**src/hw/rtl/dsps_pkg.sv**
```systemverilog
// ----------------------------------------------------------------------------
// dsps_pkg
// Shared types and constants for the dual serial port shifter.
// ----------------------------------------------------------------------------
package dsps_pkg;

	// Defaults for the top level parameters
	localparam int NUM_PORTS_DEFAULT  = 2;
	localparam int FRAME_BITS_DEFAULT = 8;

	// Width of the per-port line fields in the payload
	localparam int PORT_LINES = 2;

	localparam logic [15:0] BIT_PERIOD_RESET = 16'h0088;

	// Operation codes
	localparam logic [1:0] OP_READ  = 2'd0;
	localparam logic [1:0] OP_WRITE = 2'd1;
	localparam logic [1:0] OP_TICK  = 2'd2;

	// Register offsets
	localparam logic [3:0] OFF_DATA   = 4'h0;
	localparam logic [3:0] OFF_STATUS = 4'h4;
	localparam logic [3:0] OFF_MODE   = 4'h8;
	localparam logic [3:0] OFF_CTRL   = 4'hA;
	localparam logic [3:0] OFF_BAUD   = 4'hE;

	// Control register bits
	localparam int CTRL_TX_EN_BIT = 0;
	localparam int CTRL_DTR_BIT   = 1;
	localparam int CTRL_SEL_BIT   = 13;
	localparam logic [15:0] CTRL_IRQ_ACK   = 16'h0010;
	localparam logic [15:0] CTRL_PORT_RST  = 16'h0040;
	localparam logic [15:0] CTRL_TX_IRQ_EN = 16'h0400;
	localparam logic [15:0] CTRL_RX_IRQ_EN = 16'h0800;
	localparam logic [15:0] CTRL_DSR_IRQ_EN = 16'h1000;

	// Bit index meaning "start bit next" (tx) or "hunting for start edge" (rx)
	localparam logic [3:0] IDX_HUNT = 4'hF;

	typedef struct packed {
		logic [1:0]  operation;
		logic [4:0]  address;
		logic [15:0] write_data;
		logic [1:0]  rxd_lines;
		logic [1:0]  dsr_lines;
	} dsps_in_t;

	typedef struct packed {
		logic [15:0] read_data;
		logic [1:0]  txd_lines;
		logic [1:0]  dtr_lines;
		logic [1:0]  select_lines;
		logic        irq;
	} dsps_out_t;

	// What one lane reports to the merge stage
	typedef struct packed {
		logic [15:0] rd;
		logic        txd;
		logic        dtr;
		logic        sel;
		logic        irq_set;
		logic        irq_clr;
	} dsps_lane_out_t;

endpackage

```
**src/hw/rtl/dsps_lane.sv**
```systemverilog
// ----------------------------------------------------------------------------
// dsps_lane
// One serial port: bus registers, bit divider, tx and rx shifters.
// ----------------------------------------------------------------------------
module dsps_lane #(
	parameter int FRAME_BITS = dsps_pkg::FRAME_BITS_DEFAULT
) (
	input  logic                   clk,
	input  logic                   arst_n,
	input  logic                   advance,
	input  dsps_pkg::dsps_in_t     item,
	input  logic                   hit,
	input  logic                   rxd,
	input  logic                   dsr,
	input  logic [15:0]            per,
	output dsps_pkg::dsps_lane_out_t result
);

	localparam logic [3:0] FRAME_IDX = 4'(FRAME_BITS);

	typedef struct packed {
		logic [7:0] rx_shift;
		logic [7:0] tx_shift;
		logic       rx_avail;
		logic       rx_armed;
		logic       tx_busy;
		logic [3:0] rx_idx;
		logic [3:0] tx_idx;
		logic       last_rxd;
		logic       last_dsr;
	} port_state_t;

	typedef struct packed {
		port_state_t st;
		logic        txd;
		logic        irq;
	} bit_ev_t;

	port_state_t st_q, st_n;
	logic [15:0] ctl_q, ctl_n;
	logic [15:0] mode_q, mode_n;
	logic [15:0] baud_q, baud_n;
	logic [15:0] div_q, div_n;
	bit_ev_t     ev1, ev2;
	logic        two_ev;
	logic [3:0]  offset;
	logic [15:0] wv;

	// One bit period of the port
	function automatic bit_ev_t bit_event(port_state_t s, logic [15:0] ctl,
			logic rx, logic ds);
		bit_ev_t    e;
		logic [3:0] nidx;
		e     = '0;
		e.st  = s;
		e.txd = 1'b1;
		nidx  = '0;
		if (s.tx_busy) begin
			if (s.tx_idx == dsps_pkg::IDX_HUNT) begin
				e.txd       = 1'b0;
				e.st.tx_idx = '0;
			end else begin
				e.txd       = s.tx_shift[s.tx_idx[2:0]];
				nidx        = s.tx_idx + 4'd1;
				e.st.tx_idx = nidx;
				if (nidx >= FRAME_IDX) begin
					e.st.tx_busy = 1'b0;
					if ((ctl & dsps_pkg::CTRL_TX_IRQ_EN) != '0) e.irq = 1'b1;
				end
			end
		end
		if (s.rx_armed) begin
			if (s.rx_idx == dsps_pkg::IDX_HUNT) begin
				if (!rx && s.last_rxd) e.st.rx_idx = '0;
			end else begin
				e.st.rx_shift[s.rx_idx[2:0]] = s.rx_shift[s.rx_idx[2:0]] | rx;
				nidx        = s.rx_idx + 4'd1;
				e.st.rx_idx = nidx;
				if (nidx >= FRAME_IDX) begin
					e.st.rx_armed = 1'b0;
					e.st.rx_avail = 1'b1;
					if ((ctl & dsps_pkg::CTRL_RX_IRQ_EN) != '0) e.irq = 1'b1;
				end
			end
		end
		if (ds && !s.last_dsr && ((ctl & dsps_pkg::CTRL_DSR_IRQ_EN) != '0)) e.irq = 1'b1;
		e.st.last_dsr = ds;
		e.st.last_rxd = rx;
		return e;
	endfunction

	assign offset = item.address[3:0];

	// Second bit period in one tick only from a zero divider at period one
	assign ev1    = bit_event(st_q, ctl_q, rxd, dsr);
	assign ev2    = bit_event(ev1.st, ctl_q, rxd, dsr);
	assign two_ev = (div_q == '0) && (per == 16'd1);

	always_comb begin
		st_n   = st_q;
		ctl_n  = ctl_q;
		mode_n = mode_q;
		baud_n = baud_q;
		div_n  = div_q;
		wv     = item.write_data;
		result = '0;
		result.txd = 1'b1;
		unique case (item.operation)
			dsps_pkg::OP_READ: begin
				if (hit) begin
					unique case (offset)
						dsps_pkg::OFF_DATA: begin
							result.rd     = {8'h00, st_q.rx_shift};
							st_n.rx_avail = 1'b0;
							if (!st_q.rx_armed) begin
								st_n.rx_shift = '0;
								st_n.rx_armed = 1'b1;
								st_n.rx_idx   = dsps_pkg::IDX_HUNT;
							end
						end
						dsps_pkg::OFF_STATUS: begin
							result.rd[1] = st_q.rx_avail;
							result.rd[0] = ctl_q[dsps_pkg::CTRL_TX_EN_BIT] && !st_q.rx_avail;
						end
						dsps_pkg::OFF_MODE: result.rd = mode_q;
						dsps_pkg::OFF_CTRL: result.rd = ctl_q;
						dsps_pkg::OFF_BAUD: result.rd = baud_q;
						default: result.rd = '0;
					endcase
				end
			end
			dsps_pkg::OP_WRITE: begin
				if (hit) begin
					unique case (offset)
						dsps_pkg::OFF_DATA: begin
							if (ctl_q[dsps_pkg::CTRL_TX_EN_BIT]) begin
								st_n.tx_shift = item.write_data[7:0];
								if (!st_q.tx_busy) begin
									st_n.tx_idx  = dsps_pkg::IDX_HUNT;
									st_n.tx_busy = 1'b1;
								end
							end
						end
						dsps_pkg::OFF_MODE: mode_n = item.write_data;
						dsps_pkg::OFF_CTRL: begin
							if ((wv & dsps_pkg::CTRL_IRQ_ACK) != '0) begin
								wv             = wv & ~dsps_pkg::CTRL_IRQ_ACK;
								result.irq_clr = 1'b1;
							end
							if ((wv & dsps_pkg::CTRL_PORT_RST) != '0) begin
								result.irq_clr = 1'b1;
								wv             = '0;
								st_n           = '0;
								mode_n         = '0;
								baud_n         = '0;
								div_n          = '0;
							end
							ctl_n = wv;
						end
						dsps_pkg::OFF_BAUD: baud_n = item.write_data;
						default: ;
					endcase
				end
			end
			dsps_pkg::OP_TICK: begin
				if (div_q == '0) begin
					if (two_ev) begin
						st_n           = ev2.st;
						result.txd     = ev2.txd;
						result.irq_set = ev1.irq | ev2.irq;
						div_n          = 16'd1;
					end else begin
						st_n           = ev1.st;
						result.txd     = ev1.txd;
						result.irq_set = ev1.irq;
						div_n          = per - 16'd1;
					end
				end else if (div_q == 16'd1) begin
					st_n           = ev1.st;
					result.txd     = ev1.txd;
					result.irq_set = ev1.irq;
					div_n          = per;
				end else begin
					div_n = div_q - 16'd1;
				end
			end
			default: ;
		endcase
		result.dtr = ctl_n[dsps_pkg::CTRL_DTR_BIT];
		result.sel = ctl_n[dsps_pkg::CTRL_SEL_BIT];
	end

	always_ff @(posedge clk or negedge arst_n) begin
		if (!arst_n) begin
			st_q   <= '0;
			ctl_q  <= '0;
			mode_q <= '0;
			baud_q <= '0;
			div_q  <= '0;
		end else if (advance) begin
			st_q   <= st_n;
			ctl_q  <= ctl_n;
			mode_q <= mode_n;
			baud_q <= baud_n;
			div_q  <= div_n;
		end
	end

	// A busy transmitter is either before its start bit or inside the frame
	a_tx_idx_range: assert property (@(posedge clk) disable iff (!arst_n)
		st_q.tx_busy |-> (st_q.tx_idx == dsps_pkg::IDX_HUNT || st_q.tx_idx < FRAME_IDX))
		else $error("tx bit index out of frame");

	a_rx_idx_range: assert property (@(posedge clk) disable iff (!arst_n)
		st_q.rx_armed |-> (st_q.rx_idx == dsps_pkg::IDX_HUNT || st_q.rx_idx < FRAME_IDX))
		else $error("rx bit index out of frame");

endmodule

```
**src/hw/rtl/dsps_merge.sv**
```systemverilog
// ----------------------------------------------------------------------------
// dsps_merge
// Combines the lane results and holds the shared interrupt level.
// ----------------------------------------------------------------------------
module dsps_merge #(
	parameter int NUM_PORTS = dsps_pkg::NUM_PORTS_DEFAULT
) (
	input  logic                     clk,
	input  logic                     arst_n,
	input  logic                     advance,
	input  dsps_pkg::dsps_lane_out_t lanes [NUM_PORTS],
	output dsps_pkg::dsps_out_t      result
);

	logic irq_q, irq_n;
	logic any_set, any_clr;

	always_comb begin
		result  = '0;
		any_set = 1'b0;
		any_clr = 1'b0;
		for (int q = 0; q < NUM_PORTS; q++) begin
			result.read_data       = result.read_data | lanes[q].rd;
			result.txd_lines[q]    = lanes[q].txd;
			result.dtr_lines[q]    = lanes[q].dtr;
			result.select_lines[q] = lanes[q].sel;
			any_set = any_set | lanes[q].irq_set;
			any_clr = any_clr | lanes[q].irq_clr;
		end
		priority if (any_clr) irq_n = 1'b0;
		else                  irq_n = irq_q | any_set;
		result.irq = irq_n;
	end

	always_ff @(posedge clk or negedge arst_n) begin
		if (!arst_n) begin
			irq_q <= 1'b0;
		end else if (advance) begin
			irq_q <= irq_n;
		end
	end

endmodule

```
**src/hw/rtl/dsps_obuf.sv**
```systemverilog
// ----------------------------------------------------------------------------
// dsps_obuf
// Result register with a skid stage, so input and output stall apart.
// ----------------------------------------------------------------------------
module dsps_obuf (
	input  logic                clk,
	input  logic                arst_n,
	input  logic                push,
	input  dsps_pkg::dsps_out_t push_data,
	output logic                full,
	output logic                out_valid,
	input  logic                out_stall,
	output dsps_pkg::dsps_out_t out_data
);

	logic                out_valid_q, skid_valid_q;
	dsps_pkg::dsps_out_t out_data_q, skid_data_q;
	logic                pop;

	assign pop       = out_valid_q && !out_stall;
	assign full      = skid_valid_q;
	assign out_valid = out_valid_q;
	assign out_data  = out_data_q;

	always_ff @(posedge clk or negedge arst_n) begin
		if (!arst_n) begin
			out_valid_q  <= 1'b0;
			skid_valid_q <= 1'b0;
		end else begin
			if (pop) begin
				out_valid_q  <= skid_valid_q || push;
				skid_valid_q <= 1'b0;
			end else begin
				out_valid_q  <= out_valid_q || push;
				skid_valid_q <= skid_valid_q || (push && out_valid_q);
			end
		end
	end

	always_ff @(posedge clk) begin
		if (pop && skid_valid_q) begin
			out_data_q <= skid_data_q;
		end else if (push && (!out_valid_q || pop)) begin
			out_data_q <= push_data;
		end
		if (push && out_valid_q && !pop) begin
			skid_data_q <= push_data;
		end
	end

	a_skid_behind_out: assert property (@(posedge clk) disable iff (!arst_n)
		skid_valid_q |-> out_valid_q)
		else $error("skid entry without a head entry");

	a_skid_needs_stall: assert property (@(posedge clk) disable iff (!arst_n)
		$rose(skid_valid_q) |-> $past(out_valid_q && out_stall))
		else $error("skid filled while head was free");

	a_no_push_when_full: assert property (@(posedge clk) disable iff (!arst_n)
		skid_valid_q |-> !push)
		else $error("transaction pushed into a full buffer");

endmodule

```
**src/hw/rtl/dual_serial_port_shifter_unit.sv**
```systemverilog
// A result is registered in the head entry, or the skid entry if the head is stalled.
// Throughput: one transaction per cycle unless in_stall; lanes update on acceptance.
// Result buffer holds two: a stalled output takes one more transaction, then in_stall
// rises; it drops the cycle after the output moves again.
// Reset: async active low; all port state and irq clear, bit period loads 136.
// ----------------------------------------------------------------------------
// dual_serial_port_shifter_unit
// Two serial ports behind bus registers with a shared interrupt line.
// ----------------------------------------------------------------------------
module dual_serial_port_shifter_unit #(
	parameter int NUM_PORTS  = dsps_pkg::NUM_PORTS_DEFAULT,
	parameter int FRAME_BITS = dsps_pkg::FRAME_BITS_DEFAULT
) (
	input  logic                clk,
	input  logic                arst_n,
	// input transaction channel
	input  logic                in_valid,
	output logic                in_stall,
	input  dsps_pkg::dsps_in_t  in_data,
	// result channel
	output logic                out_valid,
	input  logic                out_stall,
	output dsps_pkg::dsps_out_t out_data,
	// bit period register
	input  logic                cfg_write,
	input  logic [15:0]         cfg_data
);

	logic                     in_fire;
	logic                     buf_full;
	logic [15:0]              bit_period_q;
	logic [15:0]              per;
	dsps_pkg::dsps_lane_out_t lane_res [NUM_PORTS];
	dsps_pkg::dsps_out_t      merged;

	// Accept whenever the skid stage has room; stall is a register output.
	assign in_stall = buf_full;
	assign in_fire  = in_valid && !buf_full;

	// Bit period register; zero behaves as one.
	always_ff @(posedge clk or negedge arst_n) begin
		if (!arst_n) begin
			bit_period_q <= dsps_pkg::BIT_PERIOD_RESET;
		end else if (cfg_write) begin
			bit_period_q <= cfg_data;
		end
	end

	assign per = (bit_period_q == '0) ? 16'd1 : bit_period_q;

	// One lane per port. Each lane decodes the bus transaction against
	// its own registers (address bit 4 picks the lane; ignored with a
	// single port) and runs its own divider and shifters on ticks.
	for (genvar q = 0; q < NUM_PORTS; q++) begin : g_lane
		logic hit;

		assign hit = (NUM_PORTS == 1) || (in_data.address[4] == 1'(q));

		dsps_lane #(
			.FRAME_BITS (FRAME_BITS)
		) u_lane (
			.clk     (clk),
			.arst_n  (arst_n),
			.advance (in_fire),
			.item    (in_data),
			.hit     (hit),
			.rxd     (in_data.rxd_lines[q]),
			.dsr     (in_data.dsr_lines[q]),
			.per     (per),
			.result  (lane_res[q])
		);
	end

	// Merge: read data, line levels and the shared irq level.
	dsps_merge #(
		.NUM_PORTS (NUM_PORTS)
	) u_merge (
		.clk     (clk),
		.arst_n  (arst_n),
		.advance (in_fire),
		.lanes   (lane_res),
		.result  (merged)
	);

	// Result register plus skid entry.
	dsps_obuf u_obuf (
		.clk       (clk),
		.arst_n    (arst_n),
		.push      (in_fire),
		.push_data (merged),
		.full      (buf_full),
		.out_valid (out_valid),
		.out_stall (out_stall),
		.out_data  (out_data)
	);

endmodule
```
**config.mk**
```make
export PLATFORM = sky130hd
export DESIGN_NAME = dual_serial_port_shifter_unit
export DESIGN_NICKNAME = d
export VERILOG_FILES = /design/src/hw/rtl/dsps_pkg.sv /design/src/hw/rtl/dsps_lane.sv /design/src/hw/rtl/dsps_merge.sv /design/src/hw/rtl/dsps_obuf.sv /design/src/hw/rtl/dual_serial_port_shifter_unit.sv
export SDC_FILE = /design/constraint.sdc
export NUM_CORES = 1
export LEC_CHECK = 0
export ABC_AREA = 1
export ABC_CLOCK_PERIOD_IN_PS = 3400
export BUFFER_PORTS_ARGS = -buffer_cell sky130_fd_sc_hd__buf_2
export CAP_MARGIN = 25
export CORE_MARGIN = 4
export CORE_UTILIZATION = 35
export DETAILED_ROUTE_END_ITERATION = 8
export GPL_TIMING_DRIVEN = 1
export HOLD_SLACK_MARGIN = 0.1
export PLACE_DENSITY = 0.55
export SYNTH_ARGS = -nofsm -noshare
export SYNTH_HDL_FRONTEND = slang
export SYNTH_SLANG_ARGS = --single-unit
```
**constraint.sdc**
```tcl
create_clock -name clk -period 3.4 [get_ports clk]
set_clock_uncertainty 0.2 [all_clocks]
set_input_delay 0.34 -clock clk [delete_from_list [all_inputs] [get_ports clk]]
set_output_delay 0.34 -clock clk [all_outputs]
set_load 0.03 [all_outputs]
```
**Word-level counts from Yosys, hierarchy flattened**

Cells that the tools add are included.

- $add $sub $neg: 11
- Shifts and indexed selects: 0
- $lt $le $gt $ge: 20
- Divide/modulo/power cells: 0
- Multipliers: 0
- Bitwise operators: 12
- Equality and inequality tests: 40
- Multiplexer cells: 243
- Reduce and logical (&&, ||, !) cells: 65

Operator list:

| cell | number |
|---|---|
| two-way mux 16 bit | 24 |
| two-way mux 29 bit | 10 |
| case mux 16 bit (2 select lines) | 6 |
| two-way mux 8 bit | 18 |
| two-way mux 4 bit | 30 |
| case mux 14 bit (4 select lines) | 2 |
| two-way mux 1 bit | 86 |
| two-way mux 14 bit | 6 |
| case mux 8 bit (2 select lines) | 4 |
| equality test 16 x 1 -> 1 bit (second input constant) | 3 |
| zero test 16 bit | 3 |
| case mux 8 bit (3 select lines) | 2 |
| subtractor 16 x 1 -> 16 bit (second input constant) | 3 |
| two-way mux 2 bit | 23 |
| two-way mux 23 bit | 2 |
| equality test 4 bit (second input constant) | 11 |
| adder 4 x 1 -> 4 bit (second input constant) | 8 |
| bitwise mux 8 bit | 4 |
| >= comparator 4 bit (second input constant) | 8 |
| less-than comparator 3 x 4 -> 1 bit (second input constant) | 8 |
| AND reduction 8 bit | 4 |
| AND reduction 5 bit | 6 |
| AND reduction 7 bit | 4 |
| binary-select mux 1 bit (select 3 bit) | 8 |
| other kinds (29) | 108 |

- RAM bits: 0
- Flip-flop bits (word level): 251
- Memories kept: 0
- Bits of input ports: 48
- Bits in latches: 0
- ROM bits: 0

**Logic depth before layout (Yosys ltp)**

- Depth after elaboration: 21
- Gate-level depth with buffers: 21
- Depth with buffers taken out: 21

**Cells and area by module**

Synthesis repeated with hierarchy kept, for this count alone.

- Cells, all modules: 2213
- Area, all modules: 16397.0 um^2

Modules (own cells, without submodules):

| module | sequential area each (um^2) | times used | cells an instance | area each (um^2) |
|---|---|---|---|---|
| dsps_lane at g_lane[1].u_lane | 2277.2 | 1 | 991 | 6791.5 |
| dsps_lane at g_lane[0].u_lane | 2277.2 | 1 | 980 | 6729.0 |
| dsps_obuf | 1431.4 | 1 | 140 | 1889.3 |
| dual_serial_port_shifter_unit | 402.9 | 1 | 70 | 773.2 |
| dsps_merge | 25.0 | 1 | 32 | 214.0 |

**Worst setup path before layout**

Ideal clock, no wire load.

- Path kind: reg-to-reg
- Start: register g_lane[0].u_lane.st_q[6] (netlist bit)
- End: register u_obuf.out_data_q (netlist bit u_obuf.out_data[0]), data pin
- Buffers on the path: 1
- Arrival: 2.316 ns
- Cell stages (with the launch flop): 20
- Library setup time: 0.254 ns
- Slack: 0.630 ns
- Path through: dfrtp_1 -> ha_1 -> nand3_1 -> nand2_2 -> inv_1 -> nand2_1 -> nand2_1 -> buf_6 -> ha_1 -> nand3_1 -> nor2_2 -> nor2_4 -> nand3_1 -> nand2_1 -> nand2_1 -> nand2_1 -> nand2_1 -> nand2_1 -> nand3_1 -> nand2_1

- Word-level cells in the longest chain between the ends: 17
- Elaborated cells on any way between the ends: 29
- Classes of those cells: add/sub (2); order compare (2); eq/ne (2); mux (20); bitwise (3)

Ends and longest elaborated chain:

| item | line | text |
|---|---|---|
| from (decl) | dsps_lane.sv:39 | `port_state_t st_q, st_n;` |
| from (signal assigned) | dsps_lane.sv:201 | `st_q <= st_n;` |
| adder 4 x 1 -> 4 bit (tied with other cells) | dsps_lane.sv:77 | `nidx = s.rx_idx + 4'd1;` |
| two-way mux 4 bit | dsps_lane.sv:73 | `if (s.rx_idx == dsps_pkg::IDX_HUNT) begin` |
| two-way mux 4 bit | dsps_lane.sv:72 | `if (s.rx_armed) begin` |
| adder 4 x 1 -> 4 bit | dsps_lane.sv:77 |  |
| >= comparator 4 bit | dsps_lane.sv:79 | `if (nidx >= FRAME_IDX) begin` |
| two-way mux 1 bit | dsps_lane.sv:79 |  |
| two-way mux 1 bit | dsps_lane.sv:73 |  |
| two-way mux 1 bit | dsps_lane.sv:72 |  |
| bitwise OR 1 bit | dsps_lane.sv:170 | `result.irq_set = ev1.irq \| ev2.irq;` |
| two-way mux 1 bit | dsps_lane.sv:167 | `if (two_ev) begin` |
| two-way mux 1 bit (*) | dsps_lane.sv:166 | `if (div_q == '0) begin` |
| two-way mux 1 bit (*) | dsps_lane.sv:108 | `unique case (item.operation)` |
| bitwise OR 1 bit (*) | dsps_merge.sv:27 | `any_set = any_set \| lanes[q].irq_set;` |
| bitwise OR 1 bit (*) | dsps_merge.sv:31 | `else irq_n = irq_q \| any_set;` |
| two-way mux 1 bit (*) | dsps_merge.sv:30 | `priority if (any_clr) irq_n = 1'b0;` |
| two-way mux 23 bit (*) | dsps_obuf.sv:43 | `end else if (push && (!out_valid_q \|\| pop)) begin` |
| two-way mux 23 bit (*) | dsps_obuf.sv:41 | `if (pop && skid_valid_q) begin` |
| to (signal assigned) | dsps_obuf.sv:42 | `out_data_q <= skid_data_q;` |
| to (signal assigned) | dsps_obuf.sv:44 | `out_data_q <= push_data;` |
| to (decl) | dsps_obuf.sv:17 | `dsps_pkg::dsps_out_t out_data_q, skid_data_q;` |

Mark *: on every way between the ends. The rest lies on a longest branch, timed or not. The select of a mux whose other input is x is not followed.
A chain may end at the register's enable or synchronous reset.

**Worst setup path in the final report**

- Start: register bit_period_q[5]
- End: register u_obuf.out_data_q (netlist bit u_obuf.out_data[5]), data pin

- Word-level cells in the longest chain between the ends: 9

Ends and longest elaborated chain:

| item | line | text |
|---|---|---|
| from (decl) | dual_serial_port_shifter_unit.sv:31 | `logic [15:0] bit_period_q;` |
| from (signal assigned) | dual_serial_port_shifter_unit.sv:43 | `bit_period_q <= dsps_pkg::BIT_PERIOD_RESET;` |
| from (signal assigned) | dual_serial_port_shifter_unit.sv:45 | `bit_period_q <= cfg_data;` |
| zero test 16 bit | dual_serial_port_shifter_unit.sv:49 | `assign per = (bit_period_q == '0) ? 16'd1 : bit_period_q;` |
| two-way mux 16 bit (*) | dual_serial_port_shifter_unit.sv:49 |  |
| equality test 16 x 1 -> 1 bit (*) | dsps_lane.sv:97 | `assign two_ev = (div_q == '0) && (per == 16'd1);` |
| logical AND 1 bit (*) | dsps_lane.sv:97 |  |
| two-way mux 1 bit (*) | dsps_lane.sv:167 |  |
| two-way mux 1 bit (*) | dsps_lane.sv:166 |  |
| two-way mux 1 bit (*) | dsps_lane.sv:108 |  |
| two-way mux 23 bit (*) | dsps_obuf.sv:43 |  |
| two-way mux 23 bit (*) | dsps_obuf.sv:41 |  |

Marked as above.

==> results.toml <==
[placed_design]
globalplace.congestion = 0.9236
dp_slack_ns = 0.2633
dp_hpwl_um = 33860
buffer_ports.inserted = 72

[synthesis]
synth_edf_count = 46
synth.avg_cell_area_um2 = 7.561
synth_warnings = 0
synth_most_common_cell = "nand2_1"
syn_area_um2 = 14870
yosysTopAreaCell = "dfrtp_1"
synth_top_area_share_pct = 33.48
synth_common_cells = "511 x nand2_1, 218 x inv_1, 217 x o21ai_0"
synthCells = 1967
synthDistinctLibCells = 59
synth_ff_type = "dfrtp_1"
syn-num-nets = 2033
yosysSeqAreaShare_pct = 43.12
async_reset_ff_share_pct = 81.38
ys_ff_latch = 247
synth.area.top_cells = "dfrtp_1 33%, nand2_1 13%, edfxtp_1 9.3%, o21ai_0 7.3%, inv_1 5.5%"

[setup_path]
crit_chain = "inv_2 -> nand2_1 -> nor2_4 -> inv_1 -> nor2_1 -> a21oi_2 -> inv_2 -> ha_1 -> and2_4 -> nand3_4 -> nor2_4 -> nand2_1 -> o21ai_0 -> nand3_1 -> o21ai_0 -> inv_1"
cp_slowest_stage_delay_ns = 0.40
path_class = "reg -> reg"
cpLargestDelayFamily = "simple AND/OR/NAND/NOR gates"
cp_max_fo = 6
cp-end-kind = "register"
critPathLaunch = "bit_period_q[5]"
crit_arrival_ns = 3.29
start_kind = "register"
cp.buffers_inverters = 4
worstReg2RegStart = "bit_period_q[5]"
crit_slowest_cell = "dfrtp_1"
cp.required_ns = 3.55

[drt]
post_drt_via_cell_ratio = 5.198
wl_per_cell_um = 17.42
vias = 13900
drt_wl_total_um = 46600
drtIter0Drc = 1126
final_antenna_net_count = 0
drc = 0
first_pass_iters = 6

[grt]
grt_pass1_wl_um = 74780
met2_usage_pct = 31.42
grt_pass1_vias = 13400
grt.busiest_layer = "met2"
grt_max_degree = 79
gr-usage-met3_pct = 2.451
antenna_found_initial = 0
overflow = 0
grt_use_met1_pct = 29.25
grt.total_usage_pct = 19.84

[sta]
relSlewSlack_pct = 34.45
slew_violations = 0
worst_pin_slew_ns = 0.9822
fin_ws_ns = 0.2592
fmax_ghz = 0.3184
rsz0062_at_grt = "no"
final.setup.tns_ns = 0
setup_viol = 0
post-route-period-util_pct = 92.38
period_needed_ns = 3.141
hold_viol = 0

[floorplan]
die_x_um = 214.1
die_area_um2 = 45860
start_util_pct = 35.46
core-area_um2 = 41950
num_rows = 75
io_pins = 73
die_h_um = 214.1

[min_path]
hold_start = "cfg_write"
min_path_type = "in -> reg"

[clock_tree]
tritoncts = "done"
cts_root_buffer = "clkbuf_16"
clock_path_buffers = 3
htree_levels = 1
post_cts_buffers = 0
numCtsBuffers = 30
worstSkewPairLatency_ns = 0.61
clk_pin_slew_ns = 0.06
cts_sinks = 247

[pwr]
peakVddDrop_v = 0.0003910
power.total_uw = 6983
power.density_nw_per_um2 = 393.6
leakage_uw = 0.008256

[finish]
n_antenna_cell = 0
syn_to_final_growth_pct = 19.30
nFillCells = 4246
drive_gt1_share_pct = 13.11
nets = 2178

[flow_run]
maxCapViolations = 0

[run_status]
outcome = "completed"
[routing by layer]
| metal | vias up | routed length [um] |
|---|---|---|
| met1 | 6585 | 22550 |
| met2 | 415 | 20710 |
| li1 | 6839 | - |
| met5 | - | 0 |
| met3 | 65 | 2378 |
| met4 | 0 | 957 |
[kinds of logic after synthesis]
family          after synthesis  share of synthesized area [%]
fa+ha+maj                    18                          1.514
flops                       247                          43.12
xor+xnor                     31                          1.826
simple gates                918                          27.69
compound gates              431                          16.71
mux                          13                         0.9759
buf+inv                     309                          8.169
[metrics by stage]
step | cells | hold WS [ns] | util (%) | instance area [um2]
2_1_floorplan | 1967 | -0.1556 | - | 14870
3_3_place_gp | 2551 | 0.2472 | 38.07 | 15970
3_5_place_dp | 2551 | 0.2487 | 38.07 | 15970
4_1_cts | 2675 | 0.1053 | 42.29 | 17740
5_1_grt | 2675 | 0.1515 | 42.30 | 17740
6_report | 2675 | 0.1322 | 42.30 | 17740
[worst paths after layout]
check                                         endpoint  cells after the start  slack [ns]
min in group asynchronous  g_lane[1].u_lane.baud_q[12]                      2        0.14
max reg2reg                         u_obuf.out_data[5]                     16        0.26
min                                   bit_period_q[13]                      2        0.13
min reg2reg                  g_lane[0].u_lane.st_q[24]                      2        0.28
max in group asynchronous              bit_period_q[3]                      3        2.04
max                                 u_obuf.out_data[5]                     16        0.26
[sequential cells by signal, summed over array words and instances (netlist names)]
name and flops:
g_lane.u_lane.baud_q 32, u_merge.irq_q 1, u_obuf.full 1, u_obuf.skid_data_q 23
g_lane.u_lane.ctl_q 28, g_lane.u_lane.st_q 42, g_lane.u_lane.div_q 32, g_lane.u_lane.ev1 16
g_lane.u_lane.mode_q 32, bit_period_q 16, u_obuf.out_valid 1, u_obuf.out_data 23
[layout by cell type, fill, tap and decap left out, types with 18 or more instances in the layout]
cell type      instances
dlygate4sd3_1         68
dfrtp_1              199
a221oi_1              21
nand3_1              123
inv_1                217
buf_2                 71
ha_1                  18
clkbuf_16             30
a21oi_1               71
nand2_1              511
o22ai_1               37
o21ai_0              217
edfxtp_1              46
nor2_2                18
xor2_1                28
o211ai_1              18
buf_4                 43
nor2_1               169
[power by group]
group	total [uW]	switching, uW	internal [uW]
Sequential	3050	24.1	3030
Clock	3510	1400	2100
Combinational	425	274	151
Total	6980	1700	5280
[repair_timing]
item                                    CTS  global route
hold endpoints to repair                226             0
resized for setup                         0             2
endpoints found under the setup margin    0             4
hold buffers                             68             0
[layout make-up]
cell class	instances	area (um2)	share of cell area [%]
clock inverter	16	222.7	1.255
clock buffer	40	868.3	4.894
timing repair buffer	185	1413	7.961
inverter	237	894.6	5.042
multi-input combinational	1411	7257	40.90
tap	539	674.4	3.801
sequential	247	6414	36.15
Power figures use the tool's default switching activity.
